[config.mk]
export PLATFORM = sky130hd
export DESIGN_NAME = lru_tag_cache_flat
export DESIGN_NICKNAME = d
export VERILOG_FILES = /design/src/hdl/ltc_pkg.sv /design/src/hdl/ltc_if.sv /design/src/hdl/ltc_datapath.sv /design/src/hdl/ltc_ctrl.sv /design/src/hdl/lru_tag_cache.sv /design/src/flat_wrapper.sv
export SDC_FILE = /design/constraint.sdc
export NUM_CORES = 2
export LEC_CHECK = 0
export ABC_AREA = 0
export CORE_ASPECT_RATIO = 0.9
export CORE_UTILIZATION = 50
export DETAILED_ROUTE_END_ITERATION = 10
export DONT_BUFFER_PORTS = 1
export MAX_ROUTING_LAYER = met4
export PLACE_DENSITY_LB_ADDON = 0.25
export SLEW_MARGIN = 20
export SYNTH_ARGS = -nofsm -noshare
export SYNTH_HDL_FRONTEND = slang
export SYNTH_SLANG_ARGS = --single-unit
export TNS_END_PERCENT = 50
[constraint.sdc]
create_clock -name clock -period 5.7 [get_ports clock]
set_input_delay 1.14 -clock clock [delete_from_list [all_inputs] [get_ports clock]]
set_output_delay 1.14 -clock clock [all_outputs]
set_load 0.02 [all_outputs]
[src/hdl/ltc_pkg.sv]
`timescale 1ns / 1ps
// Shared types and constants for the LRU tag cache.
package ltc_pkg;

   localparam int CAP_W     = 5;
   localparam int CNT_W     = 32;
   localparam int OP_W      = 3;
   localparam int CSR_IDX_W = 1;

   localparam logic [OP_W-1:0] OP_GET    = 3'd0;
   localparam logic [OP_W-1:0] OP_PUT    = 3'd1;
   localparam logic [OP_W-1:0] OP_HAS    = 3'd2;
   localparam logic [OP_W-1:0] OP_REMOVE = 3'd3;
   localparam logic [OP_W-1:0] OP_CLEAR  = 3'd4;
   localparam logic [OP_W-1:0] OP_FLUSH  = 3'd5;
   localparam logic [OP_W-1:0] OP_STATS  = 3'd6;

   localparam logic [CSR_IDX_W-1:0] CSR_CAPACITY = 1'b0;
   localparam logic [CSR_IDX_W-1:0] CSR_REPORT   = 1'b1;

   localparam logic [CAP_W-1:0] CAP_RESET = 5'd16;
   localparam logic [CNT_W-1:0] CNT_MAX   = '1;

   typedef struct packed {
      logic take_item;
      logic exec;
      logic start_walk;
      logic walk_step;
   } ltc_cmd_type;

   typedef struct packed {
      logic walk_needed;
      logic walk_last;
   } ltc_sts_type;

endpackage

[src/hdl/ltc_if.sv]
`timescale 1ns / 1ps
// Request and response channel interfaces for the LRU tag cache.
interface ltc_req_if #(
   parameter int KEY_BITS   = 32,
   parameter int VALUE_BITS = 32
);
   logic                  valid;
   logic                  ready;
   logic [2:0]            op;
   logic [KEY_BITS-1:0]   key_tag;
   logic [VALUE_BITS-1:0] value_in;

   modport source (output valid, output op, output key_tag, output value_in, input ready);
   modport sink   (input valid, input op, input key_tag, input value_in, output ready);
endinterface

interface ltc_rsp_if #(
   parameter int ENTRIES    = 16,
   parameter int KEY_BITS   = 32,
   parameter int VALUE_BITS = 32
);
   localparam int OCC_W = $clog2(ENTRIES + 1);

   logic                  valid;
   logic                  ready;
   logic                  found;
   logic [VALUE_BITS-1:0] value_out;
   logic [OCC_W-1:0]      entry_count;
   logic [31:0]           hit_total;
   logic [31:0]           miss_total;
   logic                  report_valid;
   logic [KEY_BITS-1:0]   report_key;
   logic [VALUE_BITS-1:0] report_value;
   logic                  last;

   modport source (output valid, output found, output value_out, output entry_count,
                   output hit_total, output miss_total, output report_valid,
                   output report_key, output report_value, output last, input ready);
   modport sink   (input valid, input found, input value_out, input entry_count,
                   input hit_total, input miss_total, input report_valid,
                   input report_key, input report_value, input last, output ready);
endinterface

[src/hdl/ltc_datapath.sv]
`timescale 1ns / 1ps
// Datapath: entry stores, tag compare, recency ranks, counters and result register.
module ltc_datapath #(
   parameter int ENTRIES    = 16,
   parameter int KEY_BITS   = 32,
   parameter int VALUE_BITS = 32,
   localparam int OCC_W     = $clog2(ENTRIES + 1)
) (
   input  logic                                clock,
   input  logic                                reset,
   input  ltc_pkg::ltc_cmd_type                cmd,
   output ltc_pkg::ltc_sts_type                sts,
   input  logic [ltc_pkg::OP_W-1:0]            req_op,
   input  logic [KEY_BITS-1:0]                 req_key_tag,
   input  logic [VALUE_BITS-1:0]               req_value_in,
   input  logic                                csr_wr_en,
   input  logic [ltc_pkg::CSR_IDX_W-1:0]       csr_index,
   input  logic [ltc_pkg::CAP_W-1:0]           csr_wr_data,
   output logic                                found,
   output logic [VALUE_BITS-1:0]               value_out,
   output logic [OCC_W-1:0]                    entry_count,
   output logic [ltc_pkg::CNT_W-1:0]           hit_total,
   output logic [ltc_pkg::CNT_W-1:0]           miss_total,
   output logic                                report_valid,
   output logic [KEY_BITS-1:0]                 report_key,
   output logic [VALUE_BITS-1:0]               report_value,
   output logic                                last
);
   import ltc_pkg::*;

   localparam int RANK_W = $clog2(ENTRIES);

   logic [OP_W-1:0]       item_op_ff;
   logic [KEY_BITS-1:0]   item_key_ff;
   logic [VALUE_BITS-1:0] item_val_ff;
   logic [CAP_W-1:0]      cap_ff;
   logic                  rep_ff;

   logic [KEY_BITS-1:0]   tag_ff  [ENTRIES];
   logic [KEY_BITS-1:0]   tag_in  [ENTRIES];
   logic [VALUE_BITS-1:0] val_ff  [ENTRIES];
   logic [VALUE_BITS-1:0] val_in  [ENTRIES];
   logic [RANK_W-1:0]     rank_ff [ENTRIES];
   logic [RANK_W-1:0]     rank_in [ENTRIES];
   logic [ENTRIES-1:0]    valid_ff, valid_in;
   logic [OCC_W-1:0]      occ_ff, occ_in;
   logic [CNT_W-1:0]      hit_ff, hit_in, miss_ff, miss_in;
   logic [RANK_W-1:0]     walk_r_ff, walk_r_in;

   logic                  o_found_ff, o_found_in;
   logic [VALUE_BITS-1:0] o_value_ff, o_value_in;
   logic [OCC_W-1:0]      o_count_ff, o_count_in;
   logic [CNT_W-1:0]      o_hit_ff, o_hit_in, o_miss_ff, o_miss_in;
   logic                  o_rv_ff, o_rv_in;
   logic [KEY_BITS-1:0]   o_rk_ff, o_rk_in;
   logic [VALUE_BITS-1:0] o_rval_ff, o_rval_in;
   logic                  o_last_ff, o_last_in;

   logic [ENTRIES-1:0]    hit_vec, old_vec, walk_vec, free_vec;
   logic [RANK_W-1:0]     hit_idx, old_idx, walk_idx, slot_idx, rd_idx, hit_rank, occ_m1;
   logic                  hit, at_cap, evict, walk_last;
   logic [KEY_BITS-1:0]   rd_tag;
   logic [VALUE_BITS-1:0] rd_val;

   assign occ_m1    = RANK_W'(occ_ff - OCC_W'(1));
   assign hit       = |hit_vec;
   assign walk_last = (walk_r_ff == occ_m1);
   assign evict     = at_cap && (occ_ff != '0);

   always_comb begin
      at_cap = 1'b0;
      if (cap_ff == '0) begin
         at_cap = (occ_ff != '0);
      end else if (32'(cap_ff) > 32'(ENTRIES)) begin
         at_cap = (32'(occ_ff) >= 32'(ENTRIES));
      end else begin
         at_cap = (32'(occ_ff) >= 32'(cap_ff));
      end
   end

   always_comb begin
      hit_idx  = '0;
      old_idx  = '0;
      walk_idx = '0;
      slot_idx = '0;
      for (int i = 0; i < ENTRIES; i++) begin
         hit_vec[i]  = valid_ff[i] && (tag_ff[i] == item_key_ff);
         old_vec[i]  = valid_ff[i] && (rank_ff[i] == occ_m1);
         walk_vec[i] = valid_ff[i] && (rank_ff[i] == walk_r_ff);
         free_vec[i] = !valid_ff[i] || (evict && old_vec[i]);
         if (hit_vec[i]) begin
            hit_idx = hit_idx | RANK_W'(i);
         end
         if (old_vec[i]) begin
            old_idx = old_idx | RANK_W'(i);
         end
         if (walk_vec[i]) begin
            walk_idx = walk_idx | RANK_W'(i);
         end
      end
      for (int i = ENTRIES - 1; i >= 0; i--) begin
         if (free_vec[i]) begin
            slot_idx = RANK_W'(i);
         end
      end
   end

   always_comb begin
      if (cmd.walk_step) begin
         rd_idx = walk_idx;
      end else if (item_op_ff == OP_PUT && !hit) begin
         rd_idx = old_idx;
      end else begin
         rd_idx = hit_idx;
      end
   end

   assign rd_tag   = tag_ff[rd_idx];
   assign rd_val   = val_ff[rd_idx];
   assign hit_rank = rank_ff[hit_idx];

   assign sts.walk_needed = rep_ff && (occ_ff != '0) &&
                            (item_op_ff == OP_CLEAR || item_op_ff == OP_FLUSH);
   assign sts.walk_last   = walk_last;

   always_comb begin
      tag_in     = tag_ff;
      val_in     = val_ff;
      rank_in    = rank_ff;
      valid_in   = valid_ff;
      occ_in     = occ_ff;
      hit_in     = hit_ff;
      miss_in    = miss_ff;
      walk_r_in  = walk_r_ff;
      o_found_in = o_found_ff;
      o_value_in = o_value_ff;
      o_count_in = o_count_ff;
      o_hit_in   = o_hit_ff;
      o_miss_in  = o_miss_ff;
      o_rv_in    = o_rv_ff;
      o_rk_in    = o_rk_ff;
      o_rval_in  = o_rval_ff;
      o_last_in  = o_last_ff;

      if (cmd.exec) begin
         o_found_in = 1'b0;
         o_value_in = '0;
         o_rv_in    = 1'b0;
         o_rk_in    = '0;
         o_rval_in  = '0;
         o_last_in  = 1'b1;
         case (item_op_ff)
            OP_GET: begin
               if (hit) begin
                  hit_in = (hit_ff == CNT_MAX) ? hit_ff : hit_ff + CNT_W'(1);
                  for (int j = 0; j < ENTRIES; j++) begin
                     if (valid_ff[j] && rank_ff[j] < hit_rank) begin
                        rank_in[j] = rank_ff[j] + RANK_W'(1);
                     end
                  end
                  rank_in[hit_idx] = '0;
                  o_found_in = 1'b1;
                  o_value_in = rd_val;
               end else begin
                  miss_in = (miss_ff == CNT_MAX) ? miss_ff : miss_ff + CNT_W'(1);
               end
            end
            OP_PUT: begin
               if (hit) begin
                  val_in[hit_idx] = item_val_ff;
                  for (int j = 0; j < ENTRIES; j++) begin
                     if (valid_ff[j] && rank_ff[j] < hit_rank) begin
                        rank_in[j] = rank_ff[j] + RANK_W'(1);
                     end
                  end
                  rank_in[hit_idx] = '0;
               end else begin
                  for (int j = 0; j < ENTRIES; j++) begin
                     if (valid_ff[j] && !(evict && old_vec[j])) begin
                        rank_in[j] = rank_ff[j] + RANK_W'(1);
                     end
                  end
                  if (evict) begin
                     valid_in[old_idx] = 1'b0;
                     o_rv_in = rep_ff;
                     if (rep_ff) begin
                        o_rk_in   = rd_tag;
                        o_rval_in = rd_val;
                     end
                  end
                  valid_in[slot_idx] = 1'b1;
                  tag_in[slot_idx]   = item_key_ff;
                  val_in[slot_idx]   = item_val_ff;
                  rank_in[slot_idx]  = '0;
                  occ_in = evict ? occ_ff : occ_ff + OCC_W'(1);
               end
            end
            OP_HAS: begin
               o_found_in = hit;
            end
            OP_REMOVE: begin
               if (hit) begin
                  valid_in[hit_idx] = 1'b0;
                  for (int j = 0; j < ENTRIES; j++) begin
                     if (valid_ff[j] && rank_ff[j] > hit_rank) begin
                        rank_in[j] = rank_ff[j] - RANK_W'(1);
                     end
                  end
                  occ_in = occ_ff - OCC_W'(1);
               end
            end
            OP_CLEAR: begin
               valid_in = '0;
               occ_in   = '0;
            end
            OP_STATS: begin
               hit_in  = '0;
               miss_in = '0;
            end
            default: begin
            end
         endcase
         o_count_in = occ_in;
         o_hit_in   = hit_in;
         o_miss_in  = miss_in;
      end

      if (cmd.start_walk) begin
         walk_r_in = '0;
      end

      if (cmd.walk_step) begin
         o_found_in = 1'b0;
         o_value_in = '0;
         o_rv_in    = 1'b1;
         o_rk_in    = rd_tag;
         o_rval_in  = rd_val;
         o_last_in  = walk_last;
         o_hit_in   = hit_ff;
         o_miss_in  = miss_ff;
         walk_r_in  = walk_r_ff + RANK_W'(1);
         if (item_op_ff == OP_CLEAR) begin
            o_count_in = '0;
            if (walk_last) begin
               valid_in = '0;
               occ_in   = '0;
            end
         end else begin
            o_count_in = occ_ff;
         end
      end
   end

   always_ff @(posedge clock) begin
      if (reset) begin
         cap_ff    <= CAP_RESET;
         rep_ff    <= 1'b1;
         valid_ff  <= '0;
         occ_ff    <= '0;
         hit_ff    <= '0;
         miss_ff   <= '0;
         walk_r_ff <= '0;
      end else begin
         if (csr_wr_en) begin
            case (csr_index)
               CSR_CAPACITY: cap_ff <= csr_wr_data;
               CSR_REPORT:   rep_ff <= csr_wr_data[0];
               default: begin
               end
            endcase
         end
         valid_ff  <= valid_in;
         occ_ff    <= occ_in;
         hit_ff    <= hit_in;
         miss_ff   <= miss_in;
         walk_r_ff <= walk_r_in;
      end
   end

   always_ff @(posedge clock) begin
      if (cmd.take_item) begin
         item_op_ff  <= req_op;
         item_key_ff <= req_key_tag;
         item_val_ff <= req_value_in;
      end
      tag_ff     <= tag_in;
      val_ff     <= val_in;
      rank_ff    <= rank_in;
      o_found_ff <= o_found_in;
      o_value_ff <= o_value_in;
      o_count_ff <= o_count_in;
      o_hit_ff   <= o_hit_in;
      o_miss_ff  <= o_miss_in;
      o_rv_ff    <= o_rv_in;
      o_rk_ff    <= o_rk_in;
      o_rval_ff  <= o_rval_in;
      o_last_ff  <= o_last_in;
   end

   assign found        = o_found_ff;
   assign value_out    = o_value_ff;
   assign entry_count  = o_count_ff;
   assign hit_total    = o_hit_ff;
   assign miss_total   = o_miss_ff;
   assign report_valid = o_rv_ff;
   assign report_key   = o_rk_ff;
   assign report_value = o_rval_ff;
   assign last         = o_last_ff;

endmodule

[src/hdl/ltc_ctrl.sv]
`timescale 1ns / 1ps
// Controller: sequences accept, execute and report walk, and owns the response valid.
module ltc_ctrl (
   input  logic                 clock,
   input  logic                 reset,
   input  logic                 req_valid,
   output logic                 req_ready,
   output logic                 rsp_valid,
   input  logic                 rsp_ready,
   output ltc_pkg::ltc_cmd_type cmd,
   input  ltc_pkg::ltc_sts_type sts
);
   import ltc_pkg::*;

   typedef enum logic [1:0] {
      ST_IDLE,
      ST_EXEC,
      ST_WALK
   } state_type;

   state_type state_ff;
   logic      rsp_valid_ff;
   logic      out_free;

   assign out_free  = !rsp_valid_ff || rsp_ready;
   assign req_ready = (state_ff == ST_IDLE);
   assign rsp_valid = rsp_valid_ff;

   always_comb begin
      cmd = '0;
      case (state_ff)
         ST_IDLE: cmd.take_item = req_valid;
         ST_EXEC: begin
            if (out_free) begin
               if (sts.walk_needed) begin
                  cmd.start_walk = 1'b1;
               end else begin
                  cmd.exec = 1'b1;
               end
            end
         end
         ST_WALK: cmd.walk_step = out_free;
         default: begin
         end
      endcase
   end

   always_ff @(posedge clock) begin
      if (reset) begin
         state_ff     <= ST_IDLE;
         rsp_valid_ff <= 1'b0;
      end else begin
         rsp_valid_ff <= cmd.exec || cmd.walk_step || (rsp_valid_ff && !rsp_ready);
         case (state_ff)
            ST_IDLE: begin
               if (req_valid) begin
                  state_ff <= ST_EXEC;
               end
            end
            ST_EXEC: begin
               if (out_free) begin
                  state_ff <= sts.walk_needed ? ST_WALK : ST_IDLE;
               end
            end
            ST_WALK: begin
               if (out_free && sts.walk_last) begin
                  state_ff <= ST_IDLE;
               end
            end
            default: state_ff <= ST_IDLE;
         endcase
      end
   end

endmodule

[src/hdl/lru_tag_cache.sv]
`timescale 1ns / 1ps
// Top level of the fully associative LRU tag cache.
//
//   channel   dir  handshake          beat
//   req_chan  in   valid/ready        op, key_tag, value_in
//   rsp_chan  out  valid/ready        found .. last, one or more per request
//   csr_*     in   csr_wr_en          capacity_limit (0), report_enable (1)
//
// A request is accepted first, then all tags are compared and the entries updated.
// Clear or flush with reporting walks the N live entries, one beat each.
// Reset is synchronous; valid bits, occupancy and counters clear at once.
// Execute and walk steps hold while the result register is full and not taken.
module lru_tag_cache #(
   parameter int ENTRIES    = 16,
   parameter int KEY_BITS   = 32,
   parameter int VALUE_BITS = 32
) (
   input  logic                                 clock,
   input  logic                                 reset,
   ltc_req_if.sink                              req_chan,
   ltc_rsp_if.source                            rsp_chan,
   input  logic                                 csr_wr_en,
   input  logic [ltc_pkg::CSR_IDX_W-1:0]        csr_index,
   input  logic [ltc_pkg::CAP_W-1:0]            csr_wr_data
);
   import ltc_pkg::*;

   ltc_cmd_type cmd;
   ltc_sts_type sts;

   ltc_ctrl u_ctrl (
      .clock     (clock),
      .reset     (reset),
      .req_valid (req_chan.valid),
      .req_ready (req_chan.ready),
      .rsp_valid (rsp_chan.valid),
      .rsp_ready (rsp_chan.ready),
      .cmd       (cmd),
      .sts       (sts)
   );

   ltc_datapath #(
      .ENTRIES    (ENTRIES),
      .KEY_BITS   (KEY_BITS),
      .VALUE_BITS (VALUE_BITS)
   ) u_datapath (
      .clock        (clock),
      .reset        (reset),
      .cmd          (cmd),
      .sts          (sts),
      .req_op       (req_chan.op),
      .req_key_tag  (req_chan.key_tag),
      .req_value_in (req_chan.value_in),
      .csr_wr_en    (csr_wr_en),
      .csr_index    (csr_index),
      .csr_wr_data  (csr_wr_data),
      .found        (rsp_chan.found),
      .value_out    (rsp_chan.value_out),
      .entry_count  (rsp_chan.entry_count),
      .hit_total    (rsp_chan.hit_total),
      .miss_total   (rsp_chan.miss_total),
      .report_valid (rsp_chan.report_valid),
      .report_key   (rsp_chan.report_key),
      .report_value (rsp_chan.report_value),
      .last         (rsp_chan.last)
   );

   a_one_in_flight: assert property (@(posedge clock) disable iff (reset)
      (req_chan.valid && req_chan.ready) |=> !req_chan.ready)
      else $error("request accepted while another is in flight");

   a_status_single: assert property (@(posedge clock) disable iff (reset)
      (rsp_chan.valid && !rsp_chan.report_valid) |-> rsp_chan.last)
      else $error("status beat without last");

   a_found_no_report: assert property (@(posedge clock) disable iff (reset)
      (rsp_chan.valid && rsp_chan.found) |-> !rsp_chan.report_valid)
      else $error("hit beat also carries a report");

   a_exec_loads: assert property (@(posedge clock) disable iff (reset)
      (cmd.exec || cmd.walk_step) |=> rsp_chan.valid)
      else $error("result register not loaded after execute");

endmodule

[src/flat_wrapper.sv]
// flat-port wrapper written by rule: the top's interface ports become plain ports
module lru_tag_cache_flat import ltc_pkg::*;
#(
   parameter int ENTRIES    = 16,
   parameter int KEY_BITS   = 32,
   parameter int VALUE_BITS = 32
)
  (clock, reset, csr_wr_en, csr_index, csr_wr_data, req_chan_valid, req_chan_op, req_chan_key_tag, req_chan_value_in, req_chan_ready, rsp_chan_valid, rsp_chan_found, rsp_chan_value_out, rsp_chan_entry_count, rsp_chan_hit_total, rsp_chan_miss_total, rsp_chan_report_valid, rsp_chan_report_key, rsp_chan_report_value, rsp_chan_last, rsp_chan_ready);
  ltc_req_if #(.KEY_BITS(KEY_BITS), .VALUE_BITS(VALUE_BITS)) req_chan_i ();
  ltc_rsp_if #(.ENTRIES(ENTRIES), .KEY_BITS(KEY_BITS), .VALUE_BITS(VALUE_BITS)) rsp_chan_i ();
  input  logic clock;
  input  logic reset;
  input  logic csr_wr_en;
  input  logic [ltc_pkg::CSR_IDX_W-1:0] csr_index;
  input  logic [ltc_pkg::CAP_W-1:0] csr_wr_data;
  input wire logic [$bits(req_chan_i.valid)-1:0] req_chan_valid;
  input wire logic [$bits(req_chan_i.op)-1:0] req_chan_op;
  input wire logic [$bits(req_chan_i.key_tag)-1:0] req_chan_key_tag;
  input wire logic [$bits(req_chan_i.value_in)-1:0] req_chan_value_in;
  output wire logic [$bits(req_chan_i.ready)-1:0] req_chan_ready;
  output wire logic [$bits(rsp_chan_i.valid)-1:0] rsp_chan_valid;
  output wire logic [$bits(rsp_chan_i.found)-1:0] rsp_chan_found;
  output wire logic [$bits(rsp_chan_i.value_out)-1:0] rsp_chan_value_out;
  output wire logic [$bits(rsp_chan_i.entry_count)-1:0] rsp_chan_entry_count;
  output wire logic [$bits(rsp_chan_i.hit_total)-1:0] rsp_chan_hit_total;
  output wire logic [$bits(rsp_chan_i.miss_total)-1:0] rsp_chan_miss_total;
  output wire logic [$bits(rsp_chan_i.report_valid)-1:0] rsp_chan_report_valid;
  output wire logic [$bits(rsp_chan_i.report_key)-1:0] rsp_chan_report_key;
  output wire logic [$bits(rsp_chan_i.report_value)-1:0] rsp_chan_report_value;
  output wire logic [$bits(rsp_chan_i.last)-1:0] rsp_chan_last;
  input wire logic [$bits(rsp_chan_i.ready)-1:0] rsp_chan_ready;
  assign req_chan_i.valid = req_chan_valid;
  assign req_chan_i.op = req_chan_op;
  assign req_chan_i.key_tag = req_chan_key_tag;
  assign req_chan_i.value_in = req_chan_value_in;
  assign req_chan_ready = req_chan_i.ready;
  assign rsp_chan_valid = rsp_chan_i.valid;
  assign rsp_chan_found = rsp_chan_i.found;
  assign rsp_chan_value_out = rsp_chan_i.value_out;
  assign rsp_chan_entry_count = rsp_chan_i.entry_count;
  assign rsp_chan_hit_total = rsp_chan_i.hit_total;
  assign rsp_chan_miss_total = rsp_chan_i.miss_total;
  assign rsp_chan_report_valid = rsp_chan_i.report_valid;
  assign rsp_chan_report_key = rsp_chan_i.report_key;
  assign rsp_chan_report_value = rsp_chan_i.report_value;
  assign rsp_chan_last = rsp_chan_i.last;
  assign rsp_chan_i.ready = rsp_chan_ready;
  lru_tag_cache #(.ENTRIES(ENTRIES), .KEY_BITS(KEY_BITS), .VALUE_BITS(VALUE_BITS)) u_core (.clock(clock), .reset(reset), .req_chan(req_chan_i), .rsp_chan(rsp_chan_i), .csr_wr_en(csr_wr_en), .csr_index(csr_index), .csr_wr_data(csr_wr_data));
endmodule
==> results.md <==
- CP Capture Type: register
- Die Y: 377 um
- TritonCTS clock tree: built
- First-pass DRT Iterations: 9
- Post-route setup slack: 0.192 ns
- Max cap viols: 0
- Worst path top cell family by delay: compound AO/OA/AOI/OAI gates
- First-pass GRT wire length: 412000 um
- Via count of the first global-routing pass: 57400
- PD cells: 257 mW/mm^2
- Terminus of the critical flop-to-flop path: u_core.u_datapath.val_ff[253]
- Placed Instances: 9226
- Tcrit/Tclk final: 96.6%
- Initial Utilization: 50.4%
- Root Driver: clkbuf_16
- Port buffer count: 0
- Largest net degree at the start of global routing: 97
- DRC violations left: 0
- Via density per instance: 6.50
- Max VDD drop: 0.000238 V
- Clock-pin slew on the worst setup and hold paths: 0.07 ns
- Worst r2r path cells: 12
- Core ar.: 0.155 mm^2
- Worst r2r src: u_core.u_datapath.occ_ff[3]
- Cell Area, Synth: 0.0779 mm^2
- DIE AREA: 0.157 mm^2
- Synth unique cells: 116
- Mux contribution to synthesized area: 3.28%
- Endpoints failing setup: 0
- Mapped Cells: 7289
- Hold Violations, Final: 0
- Post-Route Skew: 0.0717 ns
- Row count: 137
- Vias: 62000
- Clock Latency Late Sink: 0.81 ns
- DRT Wirelength: 287000 um
- Worst slew pin tran: 1.09 ns
- Flops & latches, synth: 1421
- Critical path launch point: u_core.u_datapath.occ_ff[3]
- Num ports: 248
- Bufs on Longest Clock Path: 3
- Min-Delay Startpoint: req_chan_value_in[12]
- DP Wirelength: 201000 um
- Slowest stage delay, CP: 0.80 ns
- Highest clock rate: 182 MHz
- Synth Area in Adders: 1.73%
- Critical Path AT: 5.98 ns
- Async SR Flop Fraction: 0%
- Biggest area consumer among synthesized cells: edfxtp_1
- Placed Instance Area: 0.0825 mm^2
- Total grt overflow: 0
- Compound-cell area share of the yosys netlist: 11.2%
- Worst rel slew slack: 27.4%
- DP Worst Slack: 0.0821 ns
- Synth Flop Type: edfxtp_1
- Slowest CP cell: a31oi_1
- Syn Area/Cell: 10.7 um^2
- Yosys warnings: 0
- CP Class: register to register
- Starting DRT DRC Count: 8844
- Synth Area in XOR/XNOR: 8.00%
- Critical path, cell by cell: buf_4 -> or4b_4 -> o21a_1 -> a31oi_1 -> o21ai_1 -> a221oi_2 -> nor2_2 -> o31a_1 -> nor2_4 -> a21o_1 -> and2_1 -> buf_12
- Nets: 7496
- TritonCTS Sinks: 1421
- Sequential share of the synthesized area: 53.1%
- Critical path fanouts, max: 32
- Largest family of logic cells by synthesized area: simple AND/OR/NAND/NOR gates
- Final slew viol count: 0
- Post-DRT Antenna Nets: 0
- Total GRT Usage: 36.9%
- WHS Path Cells: 0
- Cts hold-fix bufs: 0
- Final min period: 5.51 ns
- Synth top area cells: edfxtp_1, xor2_1, nand2_1
- Syn-to-layout area delta: 12.4%
- GP Congestion: 1.07
- P_leak: 31.1 nW
- Die W: 418 um
- Number of enable flip-flop cells after synthesis: 1289
- Synth Net Count: 7474
- Clock buffer count from CTS: 152
- Critical Path RT: 6.17 ns
- Share of cells above drive strength 1: 11.8%
- Simple-gate share of the synthesized area: 18.9%
- Hold EP: u_core.u_datapath.item_val_ff[12]
- CP Launch Type: register
- Final Cell Area: 0.0876 mm^2
- Wirelength per Cell: 30.1 um
- Worst Path Buf+Inv: 2
- HP Class: input port to register
- H-tree Lvls: 4
- Initial antenna violation count: 11
- Area fraction of the dominant cell type after synthesis: 49.7%
- Outcome: finished clean
- Hold slack: 0.420 ns
- Setup slack, reg-to-reg: 0.19 ns
- Final instance count without filler cells: 9531
Yosys cell counts (135+ instances only):
cell type	instances
and2_1	414
clkbuf_1	335
a21oi_1	238
o21ai_0	203
nor2_1	373
xor2_1	438
buf_2	135
nand3_1	378
xnor2_1	229
nand2_1	860
edfxtp_1	1289
nor2b_1	187
nor4_1	173
report_power, final:
part           internal [mW]  switching (mW)
sequential              11.4           0.166
combinational          0.357           0.777
clock                   5.48            4.35
cells by family (layout without fill, tap and decap cells):
| group | count (synthesis) | count (layout) |
|---|---|---|
| XOR/XNOR | 685 | 685 |
| buffers and inverters | 679 | 824 |
| flip-flops | 1421 | 1421 |
| multiplexers | 242 | 242 |
| AO/OA/AOI/OAI | 1260 | 1260 |
| other | 0 | 12 |
| AND/OR/NAND/NOR | 2894 | 2894 |
| adder cells (fa/ha/maj) | 108 | 108 |
final cells by class:
cell class                 count  area, um^2
tap                         2085        2610
clock inverter                74         716
clock buffer                 203        4090
multi-input combinational   5189       34200
inverter                     102         387
timing repair buffer         445        4260
fill                       13100       67200
antenna                       12        30.0
sequential                  1421       41300
state kept, by name, summed over array words and instances (netlist names), 2 cells and up:
signal / cells
u_core.u_datapath.val_ff: 512
u_core.u_datapath.hit_total: 32
u_core.u_ctrl.state_ff: 2
u_core.u_datapath.item_val_ff: 32
u_core.u_datapath.occ_ff: 5
u_core.u_datapath.miss_ff: 32
u_core.u_datapath.tag_ff: 512
u_core.u_datapath.entry_count: 5
u_core.u_datapath.hit_ff: 32
u_core.u_datapath.item_key_ff: 32
u_core.u_datapath.report_key: 32
u_core.u_datapath.miss_total: 32
u_core.u_datapath.item_op_ff: 3
u_core.u_datapath.report_value: 32
u_core.u_datapath.valid_ff: 16
u_core.u_datapath.cap_ff: 5
u_core.u_datapath.walk_r_ff: 4
u_core.u_datapath.value_out: 32
u_core.u_datapath.rank_ff: 64
how the worst max path moves through the flow:
stage / to / cells after the start
floorplan: u_core.u_datapath.val_ff[288] / 19
global placement: u_core.u_datapath.rank_ff[47] / 24
detailed placement: u_core.u_datapath.rank_ff[46] / 25
CTS: u_core.u_datapath.rank_ff[23] / 22
global route: u_core.u_datapath.rank_ff[47] / 24
finish: u_core.u_datapath.val_ff[253] / 12
per-stage QoR:
| step | utilization [%] | power [mW] | TNS (ns) |
|---|---|---|---|
| final | 56.6 | 22.5 | 0 |
| after global routing | 56.6 | 23.0 | -0.191 |
| after CTS | 56.4 | 22.6 | 0 |
| after detailed placement | 53.3 | 12.9 | 0 |
| after global placement | 53.3 | 12.9 | 0 |
| after floorplan | - | 12.4 | -12.20 |
cells in the final DEF, fill, tap and decap left out, types with 28 or more instances in the layout:
cell / n
mux2i_1: 133
inv_1: 99
a211oi_1: 28
buf_4: 371
clkbuf_1: 45
xor2_1: 438
a22oi_1: 40
edfxtp_1: 1289
o31ai_1: 37
nand3_1: 377
nor2_1: 343
dfxtp_1: 132
and2_1: 404
o221ai_1: 117
o22ai_1: 75
nand4_1: 126
o211ai_1: 118
o21ai_0: 199
o21bai_1: 34
nor4_1: 164
a31oi_1: 61
o21a_1: 48
a221o_1: 37
buf_12: 71
nand2_1: 857
nor2b_1: 187
xnor2_1: 228
a21oi_1: 230
mux2_1: 32
nor3_1: 129
clkbuf_16: 155
a32oi_1: 50
ha_1: 107
and3_1: 42
mux2_2: 76
or3_1: 33
nand2b_1: 54
timing repair:
action / CTS / global route
setup buffers: 0 / 15
gates resized for setup: 0 / 24
setup endpoints to repair: 0 / 60
layer usage:
layer	routed length, um	global-route usage (%)
met1	118000	50.9
met2	128000	54.3
met3	29900	6.84
met4	12200	13.1
met5	0	-
Power figures use the tool's default switching activity.
